`config.mk`:
```
export PLATFORM = sky130hd
export DESIGN_NAME = psd_ctrl
export DESIGN_NICKNAME = d
export VERILOG_FILES = /design/src/rtl/core/psd_pkg.sv /design/src/rtl/core/psd_ctrl.sv
export SDC_FILE = /design/constraint.sdc
export NUM_CORES = 1
export LEC_CHECK = 0
export BUFFER_PORTS_ARGS = -buffer_cell sky130_fd_sc_hd__buf_2
export CORE_MARGIN = 2
export CORE_UTILIZATION = 56
export DETAILED_ROUTE_END_ITERATION = 10
export GPL_TIMING_DRIVEN = 0
export PLACE_DENSITY = 0.8
export SLEW_MARGIN = 25
export SYNTH_ARGS = -nofsm -noshare
export SYNTH_HDL_FRONTEND = slang
export SYNTH_SLANG_ARGS = --single-unit
export TNS_END_PERCENT = 10
```
`constraint.sdc`:
```
create_clock -name clock -period 3.85 [get_ports clock]
set_clock_uncertainty 0.1 [all_clocks]
set_input_delay 0.9625 -clock clock [delete_from_list [all_inputs] [get_ports clock]]
set_output_delay 0.9625 -clock clock [all_outputs]
set_load 0.1 [all_outputs]
```
`src/rtl/core/psd_pkg.sv`:
```
`timescale 1ns / 1ps
// ----------------------------------------------------------------------------
// psd_pkg
// Shared constants, command and status types for the pairwise squared
// distance block.
// ----------------------------------------------------------------------------
package psd_pkg;

   localparam int MAX_TRAIN  = 32;
   localparam int MAX_DIM    = 64;
   localparam int ELEM_WIDTH = 16;

   localparam int TRAIN_IDX_W  = (MAX_TRAIN > 1) ? $clog2(MAX_TRAIN) : 1;
   localparam int DIM_IDX_W    = (MAX_DIM > 1) ? $clog2(MAX_DIM) : 1;
   localparam int STORE_DEPTH  = MAX_TRAIN * MAX_DIM;
   localparam int STORE_ADDR_W = (STORE_DEPTH > 1) ? $clog2(STORE_DEPTH) : 1;

   localparam int DIM_REG_W   = 7;
   localparam int COUNT_REG_W = 6;
   localparam int CSR_DATA_W  = 7;
   localparam int CSR_INDEX_W = 1;

   localparam int DIFF_W      = ELEM_WIDTH + 1;
   localparam int SQ_W        = 2 * DIFF_W;
   localparam int SUM_W       = 39;
   localparam int DIST_W      = 38;
   localparam int TEST_IDX_W  = 16;
   localparam int OUT_TRAIN_W = 5;

   localparam logic CMD_TRAIN = 1'b0;
   localparam logic CMD_TEST  = 1'b1;

   localparam logic [CSR_INDEX_W-1:0] CSR_DIM_IN_USE  = 1'b0;
   localparam logic [CSR_INDEX_W-1:0] CSR_TRAIN_COUNT = 1'b1;

   typedef struct packed {
      logic                   store_we;
      logic [TRAIN_IDX_W-1:0] load_vp;
      logic [DIM_IDX_W-1:0]   load_ep;
      logic                   latch;
      logic                   first;
      logic                   issue;
      logic                   emit_rd;
      logic                   out_load;
      logic [TRAIN_IDX_W-1:0] idx;
      logic [DIM_IDX_W-1:0]   test_ep;
      logic                   out_last;
      logic [TEST_IDX_W-1:0]  out_test_index;
   } dp_cmd_type;

   typedef struct packed {
      logic pipe_empty;
      logic out_free;
   } dp_stat_type;

   function automatic logic [STORE_ADDR_W-1:0] store_addr(
      input logic [TRAIN_IDX_W-1:0] vp,
      input logic [DIM_IDX_W-1:0]   ep
   );
      logic [STORE_ADDR_W-1:0] base;
      base = STORE_ADDR_W'(vp) * STORE_ADDR_W'(MAX_DIM);
      return base + STORE_ADDR_W'(ep);
   endfunction

endpackage

```
`src/rtl/core/psd_ctrl.sv`:
```
`timescale 1ns / 1ps
// ----------------------------------------------------------------------------
// psd_ctrl
// Sequencer: configuration registers, load and test positions, sweep over
// the training vectors and result emission.
// ----------------------------------------------------------------------------
module psd_ctrl
   import psd_pkg::*;
(
   input  logic                   clock,
   input  logic                   reset,
   input  logic                   req_valid,
   output logic                   req_stall,
   input  logic                   req_command,
   input  logic                   csr_write_enable,
   input  logic [CSR_INDEX_W-1:0] csr_index,
   input  logic [CSR_DATA_W-1:0]  csr_write_data,
   output dp_cmd_type             cmd,
   input  dp_stat_type            stat
);

   localparam logic [2:0] ST_IDLE    = 3'd0;
   localparam logic [2:0] ST_SWEEP   = 3'd1;
   localparam logic [2:0] ST_DRAIN   = 3'd2;
   localparam logic [2:0] ST_EMIT    = 3'd3;
   localparam logic [2:0] ST_EMIT_LD = 3'd4;

   logic [2:0]             state_ff,  state_in;
   logic [DIM_REG_W-1:0]   dim_ff,    dim_in;
   logic [COUNT_REG_W-1:0] cnt_ff,    cnt_in;
   logic [TRAIN_IDX_W-1:0] lvp_ff,    lvp_in;
   logic [DIM_IDX_W-1:0]   lep_ff,    lep_in;
   logic [DIM_IDX_W-1:0]   tep_ff,    tep_in;
   logic [TEST_IDX_W-1:0]  tvi_ff,    tvi_in;
   logic [TRAIN_IDX_W-1:0] idx_ff,    idx_in;
   logic                   final_ff,  final_in;

   logic [DIM_REG_W-1:0]   dim_eff;
   logic [COUNT_REG_W-1:0] cnt_eff;
   logic                   req_xfer;
   logic                   idx_last;

   always_comb begin
      if (dim_ff == '0) begin
         dim_eff = DIM_REG_W'(1);
      end else if (dim_ff > DIM_REG_W'(MAX_DIM)) begin
         dim_eff = DIM_REG_W'(MAX_DIM);
      end else begin
         dim_eff = dim_ff;
      end
      if (cnt_ff == '0) begin
         cnt_eff = COUNT_REG_W'(1);
      end else if (cnt_ff > COUNT_REG_W'(MAX_TRAIN)) begin
         cnt_eff = COUNT_REG_W'(MAX_TRAIN);
      end else begin
         cnt_eff = cnt_ff;
      end
   end

   assign req_stall = (state_ff != ST_IDLE);
   assign req_xfer  = req_valid && !req_stall;
   assign idx_last  = (COUNT_REG_W'(idx_ff) + COUNT_REG_W'(1)) >= cnt_eff;

   always_comb begin
      state_in = state_ff;
      dim_in   = dim_ff;
      cnt_in   = cnt_ff;
      lvp_in   = lvp_ff;
      lep_in   = lep_ff;
      tep_in   = tep_ff;
      tvi_in   = tvi_ff;
      idx_in   = idx_ff;
      final_in = final_ff;

      cmd                = '0;
      cmd.load_vp        = lvp_ff;
      cmd.load_ep        = lep_ff;
      cmd.first          = (tep_ff == '0);
      cmd.idx            = idx_ff;
      cmd.test_ep        = tep_ff;
      cmd.out_last       = idx_last;
      cmd.out_test_index = tvi_ff;

      if (csr_write_enable) begin
         unique case (csr_index)
            CSR_DIM_IN_USE:  dim_in = csr_write_data[DIM_REG_W-1:0];
            CSR_TRAIN_COUNT: cnt_in = csr_write_data[COUNT_REG_W-1:0];
            default: ;
         endcase
      end

      unique case (state_ff)
         ST_IDLE: begin
            if (req_xfer) begin
               if (req_command == CMD_TRAIN) begin
                  cmd.store_we = 1'b1;
                  tep_in       = '0;
                  if ((DIM_REG_W'(lep_ff) + DIM_REG_W'(1)) >= dim_eff) begin
                     lep_in = '0;
                     if ((COUNT_REG_W'(lvp_ff) + COUNT_REG_W'(1)) >= cnt_eff) begin
                        lvp_in = '0;
                     end else begin
                        lvp_in = lvp_ff + TRAIN_IDX_W'(1);
                     end
                  end else begin
                     lep_in = lep_ff + DIM_IDX_W'(1);
                  end
               end else begin
                  cmd.latch = 1'b1;
                  final_in  = (DIM_REG_W'(tep_ff) + DIM_REG_W'(1)) >= dim_eff;
                  idx_in    = '0;
                  state_in  = ST_SWEEP;
               end
            end
         end
         ST_SWEEP: begin
            cmd.issue = 1'b1;
            if (idx_last) begin
               idx_in   = '0;
               state_in = ST_DRAIN;
            end else begin
               idx_in = idx_ff + TRAIN_IDX_W'(1);
            end
         end
         ST_DRAIN: begin
            if (stat.pipe_empty) begin
               if (final_ff) begin
                  tep_in   = '0;
                  state_in = ST_EMIT;
               end else begin
                  tep_in   = tep_ff + DIM_IDX_W'(1);
                  state_in = ST_IDLE;
               end
            end
         end
         ST_EMIT: begin
            if (stat.out_free) begin
               cmd.emit_rd = 1'b1;
               state_in    = ST_EMIT_LD;
            end
         end
         ST_EMIT_LD: begin
            cmd.out_load = 1'b1;
            if (idx_last) begin
               idx_in   = '0;
               tvi_in   = tvi_ff + TEST_IDX_W'(1);
               state_in = ST_IDLE;
            end else begin
               idx_in   = idx_ff + TRAIN_IDX_W'(1);
               state_in = ST_EMIT;
            end
         end
         default: begin
            state_in = ST_IDLE;
         end
      endcase
   end

   always_ff @(posedge clock) begin
      if (reset) begin
         state_ff <= ST_IDLE;
         dim_ff   <= DIM_REG_W'(1);
         cnt_ff   <= COUNT_REG_W'(MAX_TRAIN);
         lvp_ff   <= '0;
         lep_ff   <= '0;
         tep_ff   <= '0;
         tvi_ff   <= '0;
         idx_ff   <= '0;
         final_ff <= 1'b0;
      end else begin
         state_ff <= state_in;
         dim_ff   <= dim_in;
         cnt_ff   <= cnt_in;
         lvp_ff   <= lvp_in;
         lep_ff   <= lep_in;
         tep_ff   <= tep_in;
         tvi_ff   <= tvi_in;
         idx_ff   <= idx_in;
         final_ff <= final_in;
      end
   end

endmodule

```
# Word level (Yosys, flattened, before mapping)
# Index checks and enable logic that the tools add are counted.
op_classes:
  n_addsub: 9
  order_cmp: 6
  n_eq_ne: 10
  mux: 33
  n_bitwise: 2
  n_reduce_logical: 19
op_table:
  columns: ["op", "n"]
  rows:
  - ["2-to-1 mux 6 bit", 7]
  - ["2-to-1 mux 5 bit", 4]
  - ["adder 16 x 1 -> 16 bit, second input constant", 1]
  - ["2-to-1 mux 3 bit", 5]
  - ["case mux 3 bit (5 select lines)", 1]
  - ["adder 6 x 1 -> 7 bit, second input constant", 2]
  - [">= comparator 7 bit", 2]
  - ["2-to-1 mux 7 bit", 2]
  - ["adder 5 x 1 -> 6 bit, second input constant", 2]
  - ["adder 6 x 1 -> 6 bit, second input constant", 2]
  - [">= comparator 6 bit", 2]
  - ["zero test 6 bit", 2]
  - ["!= test 2 bit, second input constant", 6]
  - ["case mux 6 bit (2 select lines)", 1]
  - ["adder 5 x 1 -> 5 bit, second input constant", 2]
  - ["2-to-1 mux 1 bit", 10]
  - ["case mux 5 bit (2 select lines)", 1]
  - ["AND reduction 3 bit", 3]
  - ["AND reduction 4 bit", 2]
  - ["> comparator 7 bit, second input constant", 1]
  - ["zero test 7 bit", 1]
  - ["== test 3 x 2 -> 1 bit, second input constant", 2]
  - ["> comparator 6 bit, second input constant", 1]
  - ["AND reduction 2 bit", 3]
  - ["other kinds (11)", 14]
word_totals:
  regBits: 55
  wordCells: 88

# Logic depth before layout (Yosys ltp)
# Gate-level depths: netlist (run 1).
logic_depth:
  depth_word: 6
  mapped_depth: 10
  ltp_nobuf: 10

# Worst setup path after synthesis (run 1)
# OpenSTA, ideal clock, no wires.
synth_timing:
  path_type: "register to output"
  start: "reg idx_ff[0]"
  end: "out cmd[16] (netlist name)"
  arrival_time_ns: 3.109
  path_slack_ns: -0.321
  path_stages_with_launch: 10
  cell_sequence: "dfxtp_1 nand3_1 and2_1 or2_2 ha_1 a2111oi_0 inv_1 o21ai_4 inv_1 buf_4"
synth_between:
  elab_chain_cells: 2
synth_rtl:
  columns: ["item", "line_no", "rtl"]
  rows:
  - ["start, declared", "psd_ctrl.sv:35", "logic [TRAIN_IDX_W-1:0] idx_ff, idx_in;"]
  - ["start signal, assigned", "psd_ctrl.sv:178", "idx_ff <= idx_in;"]
  - ["adder 5 x 1 -> 6 bit", "psd_ctrl.sv:62", "assign idx_last = (COUNT_REG_W'(idx_ff) + COUNT_REG_W'(1)) >= cnt_eff;"]
  - [">= comparator 6 bit", "psd_ctrl.sv:62", null]
  - ["end, declared", "psd_ctrl.sv:18", "output dp_cmd_type cmd,"]
# Every way passes these cells.

# Final worst setup path (run 1)
layout_timing:
  start: "reg idx_ff[2]"
  end: "out cmd[16] (netlist name)"
# The elaborated chain is that of the path after synthesis.

==> impl_metrics.yaml, run 1 <==
flow_run:
  cap_viol_max_count: 0
logic_synthesis:
  yosys_warnings: 0
  syn-num-nets: 475
  syn_avg_cell_area_um2: 7.98
  yosysSeqAreaShare_pct: 32.2
  synthMuxAreaShare_pct: 0.586
  synth_edf_count: 0
  synthSimpleGateAreaFrac_pct: 28.9
  async_flop_share_pct: 0
  synth_top_family_by_area: "simple AND/OR/NAND/NOR gates"
  synth_ff_type: "dfxtp_1"
  synth_area_um2: 3410
  synth_fa_ha_area_share_pct: 11.7
  yosysUniqueCellTypes: 62
  synth_cells: 428
  synthXorXnorAreaFrac_pct: 2.82
  synth_compound_area_share_pct: 19.9
  synth_seq_cells: 55
die:
  core_um2: 5920
  start_util_pct: 57.7
  die_y_um: 82.1
  io_pins: 61
  die-area_um2: 6740
  rows: 28
  die_w_um: 82.1
power:
  clockPowerShare_pct: 24.3
  ir_drop_mv: 0.326
  p_int_uw: 973
  pwr-share-seq_pct: 38.1
  powerDensity_nw_per_um2: 419
  p_leak_nw: 1.68
  comb_power_share_pct: 37.7
  power.switching_uw: 694
  swShare_pct: 41.6
timing:
  clock.fmax_mhz: 271
  hold_viol_final: 0
  fin_crit_ns: 3.69
  max-slew-margin-rel_pct: 53.0
  worst_pin_slew_ns: 0.704
  slew_viol_final: 0
  fin_crit_sh_pct: 95.8
  tns_ns: 0
  rsz0062_at_grt: "no"
  setup_viol: 0
  setup_slack_ns: 0.163
drt:
  drt_iter0_drc: 170
  wl_met1_um: 3730
  avgViaCountPerCell: 5.76
  dr_wl_met3_um: 460
  drt-wirelength-per-cell_um: 14.0
  antenna_left: 0
  vias: 3289
  drc_errors: 0
  dr.pass1.iters: 4
  topRoutingLayerUsed: "met4"
  drt_wl_total_um: 8010
  wl_met2_um: 3760
layout:
  insertedDiodeCount: 0
  final_common_cell: "nand2_1"
  final_layout_size_suffix_gt1_share_pct: 20.0
  final_cell_mix: "nand2_1 (74), buf_2 (58), dfxtp_1 (51), a21oi_1 (44), ha_1 (31)"
  syn2layout_area_growth_pct: 16.5
  nets: 542
cts:
  clk_path_buf_depth: 2
  cts_root_buf: "clkbuf_8"
  clk_latency_ns: 0.31
  clock-sinks: 55
  numCtsBuffers: 5
  cts_tree: "built"
  cts_max_level: 2
  path_clk_slew_ns: 0.09
critical_path:
  critPathMaxFanout: 6
  arrival_ns: 2.62
  crit_path_start_kind: "register"
  endpoint_kind: "output pin"
  worstSetupPathType: "register to output pin"
  required_ns: 2.79
  r2r_start: "idx_ff[2]$_SDFFE_PP0P_"
  crit_start: "idx_ff[2]$_SDFFE_PP0P_"
grt:
  grt_pass1_vias: 2832
  antenna_found_initial: 0
  overflow: 0
  grt_max_degree: 17
  track_usage_pct: 24.3
  grt_pass1_wl_um: 12900
placed_design:
  place_ws_ns: 0.0395
  numPortBuffers: 58
  place_congestion: 0.939
  dp_hpwl_um: 6050
worst_hold_path:
  holdCritPathClass: "register to register"
  min-delay-start: "cnt_ff[0]$_SDFFE_PP0P_"
outcome:
  status: "finished, final reports clean"
cells by family (layout without fill, tap and decap cells):
family / after synthesis / count (layout)
mux: 2 / 2
compound gates: 107 / 107
simple gates: 194 / 194
buf+inv: 27 / 95
fa+ha+maj: 32 / 32
flops: 55 / 55
xor+xnor: 11 / 11
cells in the mapped netlist, types with 3 or more instances:
| cell | n | area share (%) |
|---|---|---|
| o21ai_0 | 20 | 2.9 |
| nor2_1 | 27 | 3.0 |
| or2_2 | 4 | 0.73 |
| nand3_1 | 25 | 3.7 |
| or3_1 | 10 | 1.8 |
| nand3b_1 | 4 | 0.88 |
| a21o_1 | 4 | 0.88 |
| clkbuf_1 | 8 | 0.88 |
| nand2b_1 | 10 | 1.8 |
| inv_1 | 10 | 1.1 |
| or4_1 | 5 | 1.1 |
| buf_6 | 3 | 0.99 |
| nor2b_1 | 4 | 0.73 |
| a31oi_1 | 6 | 1.1 |
| ha_1 | 32 | 12 |
| a21oi_1 | 44 | 6.4 |
| xor2_1 | 5 | 1.3 |
| and2_1 | 5 | 0.92 |
| a22oi_1 | 3 | 0.66 |
| o211ai_1 | 4 | 0.88 |
| nand2_1 | 74 | 8.1 |
| dfxtp_1 | 55 | 32 |
| nor3_1 | 5 | 0.73 |
| o21a_1 | 4 | 0.88 |
| xnor2_1 | 6 | 1.5 |
| o31ai_1 | 4 | 0.88 |
repair_timing:
item                       in CTS  in global routing
setup endpoints to repair       1                  1
hold buffers                    0                  0
gates resized for setup         4                  5
setup buffers                   2                  0
pin swaps                       1                  0
cloned                          0                  0
area by class of cell:
class / instances / area (um2)
tap: 75 / 93.8
fill: 517 / 1940
timing repair buffer: 60 / 312
sequential: 55 / 1110
buffer: 16 / 91.3
clock inverter: 2 / 35.0
inverter: 11 / 41.3
multi-input combinational: 346 / 2210
clock buffer: 6 / 82.6
layer usage:
layer | global-route usage [%] | vias to the layer above
met5 | 0 | -
met3 | 4.95 | 5
li1 | - | 1670
met4 | 5.17 | 0
met1 | 32.6 | 1536
met2 | 40.4 | 78
sequential cells by signal (all words and copies together), names as in the netlist:
register and cells:
idx_ff 5, tep_ff 6, dim_ff 7, final_ff 1, tvi_ff 16, lvp_ff 5, cnt_ff 6, lep_ff 6
state_ff 3
through the flow:
step	cell area (um2)	hold WS, ns	instances	utilization [%]	power, mW
final	3980	0.365	571	67.2	1.67
after floorplan	3420	0.337	428	-	1.14
after global placement	3800	0.350	561	64.2	1.25
after global routing	3980	0.404	571	67.2	1.75
after CTS	3950	0.373	571	66.7	1.67
after detailed placement	3800	0.358	561	64.2	1.26
worst max-delay path: stages (launching register included):
cell,delay (ns)
dfxtp_4,0.38
nand3_1,0.12
and2_1,0.19
or2_2,0.32
ha_4,0.26
a2111oi_4,0.35
inv_2,0.09
o21ai_4,0.16
inv_1,0.11
buf_4,0.15
buf_6,0.17
power groups by stage:
stage                     clock network, mW  registers (mW)  logic [mW]
after CTS                             0.413           0.633       0.622
after detailed placement                  0           0.646       0.613
after global routing                  0.435           0.641       0.675
after floorplan                           0           0.715       0.430
after global placement                    0           0.645       0.602
final                                 0.404           0.634       0.628
final timing paths:
path	to	slack, ns	cells past startpoint
hold reg to reg	cnt_ff[0]$_SDFFE_PP0P_	0.37	2
setup / recovery	cmd[16]	0.16	10
setup reg to reg	tvi_ff[12]$_SDFFE_PP0P_	0.91	10
hold / removal	cnt_ff[0]$_SDFFE_PP0P_	0.37	2
Note: power is estimated with default switching activity, not from simulation.
==> inputs of run 2 (changes only) <==
--- a/config.mk
+++ b/config.mk
@@ -7,10 +7,12 @@
 export LEC_CHECK = 0
 export BUFFER_PORTS_ARGS = -buffer_cell sky130_fd_sc_hd__buf_2
 export CORE_MARGIN = 2
-export CORE_UTILIZATION = 56
+export CORE_UTILIZATION = 50
+export CTS_CLUSTER_SIZE = 10
 export DETAILED_ROUTE_END_ITERATION = 10
 export GPL_TIMING_DRIVEN = 0
-export PLACE_DENSITY = 0.8
+export PLACE_DENSITY = 0.73
+export RECOVER_POWER = 50
 export SLEW_MARGIN = 25
 export SYNTH_ARGS = -nofsm -noshare
 export SYNTH_HDL_FRONTEND = slang
==> run 2 against run 1 <==
Critical path depth is the same. Worst setup slack lost 0.020 ns. Largest cell class unchanged. Die area grew 11%. Critical endpoint unchanged. Clock power shrank 27%. Critical path type unchanged. Wire length grew 1.4%.
==> impl_metrics.yaml, run 2 (synthesized netlist as in run 1, its figures left out) <==
layout:
  reg_top3: "tvi_ff (16), dim_ff (7)"
  syn2layout_area_growth_pct: 14.2
  final_layout_size_suffix_gt1_share_pct: 13.2
  nets: 542
  final_cell_mix: "nand2_1 (74), dfxtp_1 (51), a21oi_1 (44), clkbuf_1 (41), ha_1 (31)"
  final_common_cell: "nand2_1"
  stdcell_count: 574
  insertedDiodeCount: 0
  regMostFlops: "tvi_ff"
  largest_register_ffs: 16
drt:
  drt-wirelength-per-cell_um: 14.2
  antenna_left: 0
  dr.pass1.iters: 4
  drt_iter0_drc: 197
  vias: 3277
  drc_errors: 0
  drt_wl_total_um: 8120
  avgViaCountPerCell: 5.71
power:
  ir_drop_mv: 0.355
  powerDensity_nw_per_um2: 398
  power_mw: 1.55
  p_leak_nw: 1.53
critical_path:
  crit_path_frequent_cell: "inv_1"
  critPathMaxFanout: 6
  required_ns: 2.79
  crit_path_start_kind: "register"
  worstSetupPathType: "register to output pin"
  ff2ff_path_depth: 10
  arrival_ns: 2.64
  crit_path_top_delay_cell: "dfxtp_2"
  critPathMaxStageDelay_ns: 0.37
  path_cells: "nand3_1, and2_1, or2_2, ha_4, a2111oi_4, inv_1, o21ai_4, inv_1, buf_4, buf_6"
  endpoint_kind: "output pin"
cts:
  cts_hold_buf: 0
  clk_latency_ns: 0.30
  cts_max_level: 2
  numCtsBuffers: 5
  cts_root_buf: "clkbuf_8"
  cts_tree: "built"
  path_clk_slew_ns: 0.09
  clock-sinks: 55
  clk_path_buf_depth: 2
timing:
  hold_viol_final: 0
  fin_crit_sh_pct: 96.3
  fin_crit_ns: 3.71
  rsz0062_at_grt: "no"
  tns_ns: 0
  setup_viol: 0
  worst_pin_slew_ns: 1.20
  clock.fmax_mhz: 270
  slew_viol_final: 0
  max-slew-margin-rel_pct: 20.2
die:
  die-area_um2: 7510
  rows: 30
  io_pins: 61
  die_y_um: 86.6
  start_util_pct: 50.8
  die_w_um: 86.6
  core_um2: 6720
grt:
  track_usage_pct: 22.4
  grt_pass1_vias: 2935
  grt-busiest-layer: "met2"
  grt_max_degree: 15
  antenna_found_initial: 0
  overflow: 0
  gr-usage-met2_pct: 36.3
  grt_util_met3_pct: 3.33
  grt_pass1_wl_um: 13500
  grtUsageMet1_pct: 31.0
placed_design:
  dp_hpwl_um: 6210
  place_inst: 566
  place_congestion: 0.923
  numPortBuffers: 58
worst_hold_path:
  min_path_cells: 2
  holdCritPathClass: "register to register"
outcome:
  status: "finished, final reports clean"
flow_run:
  cap_viol_max_count: 0
==> run 2: layout make-up <==
type | instances | area (um2)
sequential | 55 | 1110
multi-input combinational | 346 | 2210
buffer | 16 | 91.3
fill | 642 | 2820
timing repair buffer | 60 | 274
inverter | 11 | 41.3
clock buffer | 6 | 72.6
tap | 80 | 100
==> run 2: what timing repair did <==
item                                    in CTS  in global routing
gates resized for setup                      3                  4
endpoints found under the setup margin       1                  1
buffers inserted                             2                  0
cloned                                       0                  0
pin swaps                                    1                  0
==> run 2: worst max-delay path: cells and delay by family (launching register included) <==
kind | cells | cell delay [ns]
AND/OR/NAND/NOR | 3 | 0.65
AO/OA/AOI/OAI | 2 | 0.49
buffers and inverters | 4 | 0.57
adder cells (fa/ha/maj) | 1 | 0.26
flip-flops | 1 | 0.37
==> run 2: path summary, 6_finish.rpt <==
path | endpoint | slack, ns | start
min reg2reg | dim_ff[6]$_SDFFE_PP0P_ | 0.38 | dim_ff[6]$_SDFFE_PP0P_
min | dim_ff[6]$_SDFFE_PP0P_ | 0.38 | dim_ff[6]$_SDFFE_PP0P_
max reg2reg | tvi_ff[12]$_SDFFE_PP0P_ | 0.85 | idx_ff[2]$_SDFFE_PP0P_
max | cmd[16] | 0.14 | idx_ff[2]$_SDFFE_PP0P_
==> run 2: through the flow <==
step | cell area (um2) | hold WS [ns] | setup slack (ns) | utilization [%]
6_report | 3900 | 0.382 | 0.143 | 58.0
5_1_grt | 3900 | 0.414 | 0.0143 | 58.0
4_1_cts | 3910 | 0.379 | 0.00775 | 58.1
3_5_place_dp | 3810 | 0.366 | 0.0674 | 56.7
3_3_place_gp | 3810 | 0.353 | 0.0929 | 56.7
2_1_floorplan | 3420 | 0.337 | 0.0620 | -
==> run 2: per-layer routing <==
layer	part of all wire (%)	vias up
met4	1.0	0
met2	46	89
met1	49	1515
met5	0	-
li1	-	1666
met3	4.7	7
==> run 2: report_power, final <==
group	switching [mW]	internal, mW
clock network	0.172	0.122
logic	0.464	0.159
registers	0.0354	0.600
total	0.672	0.880
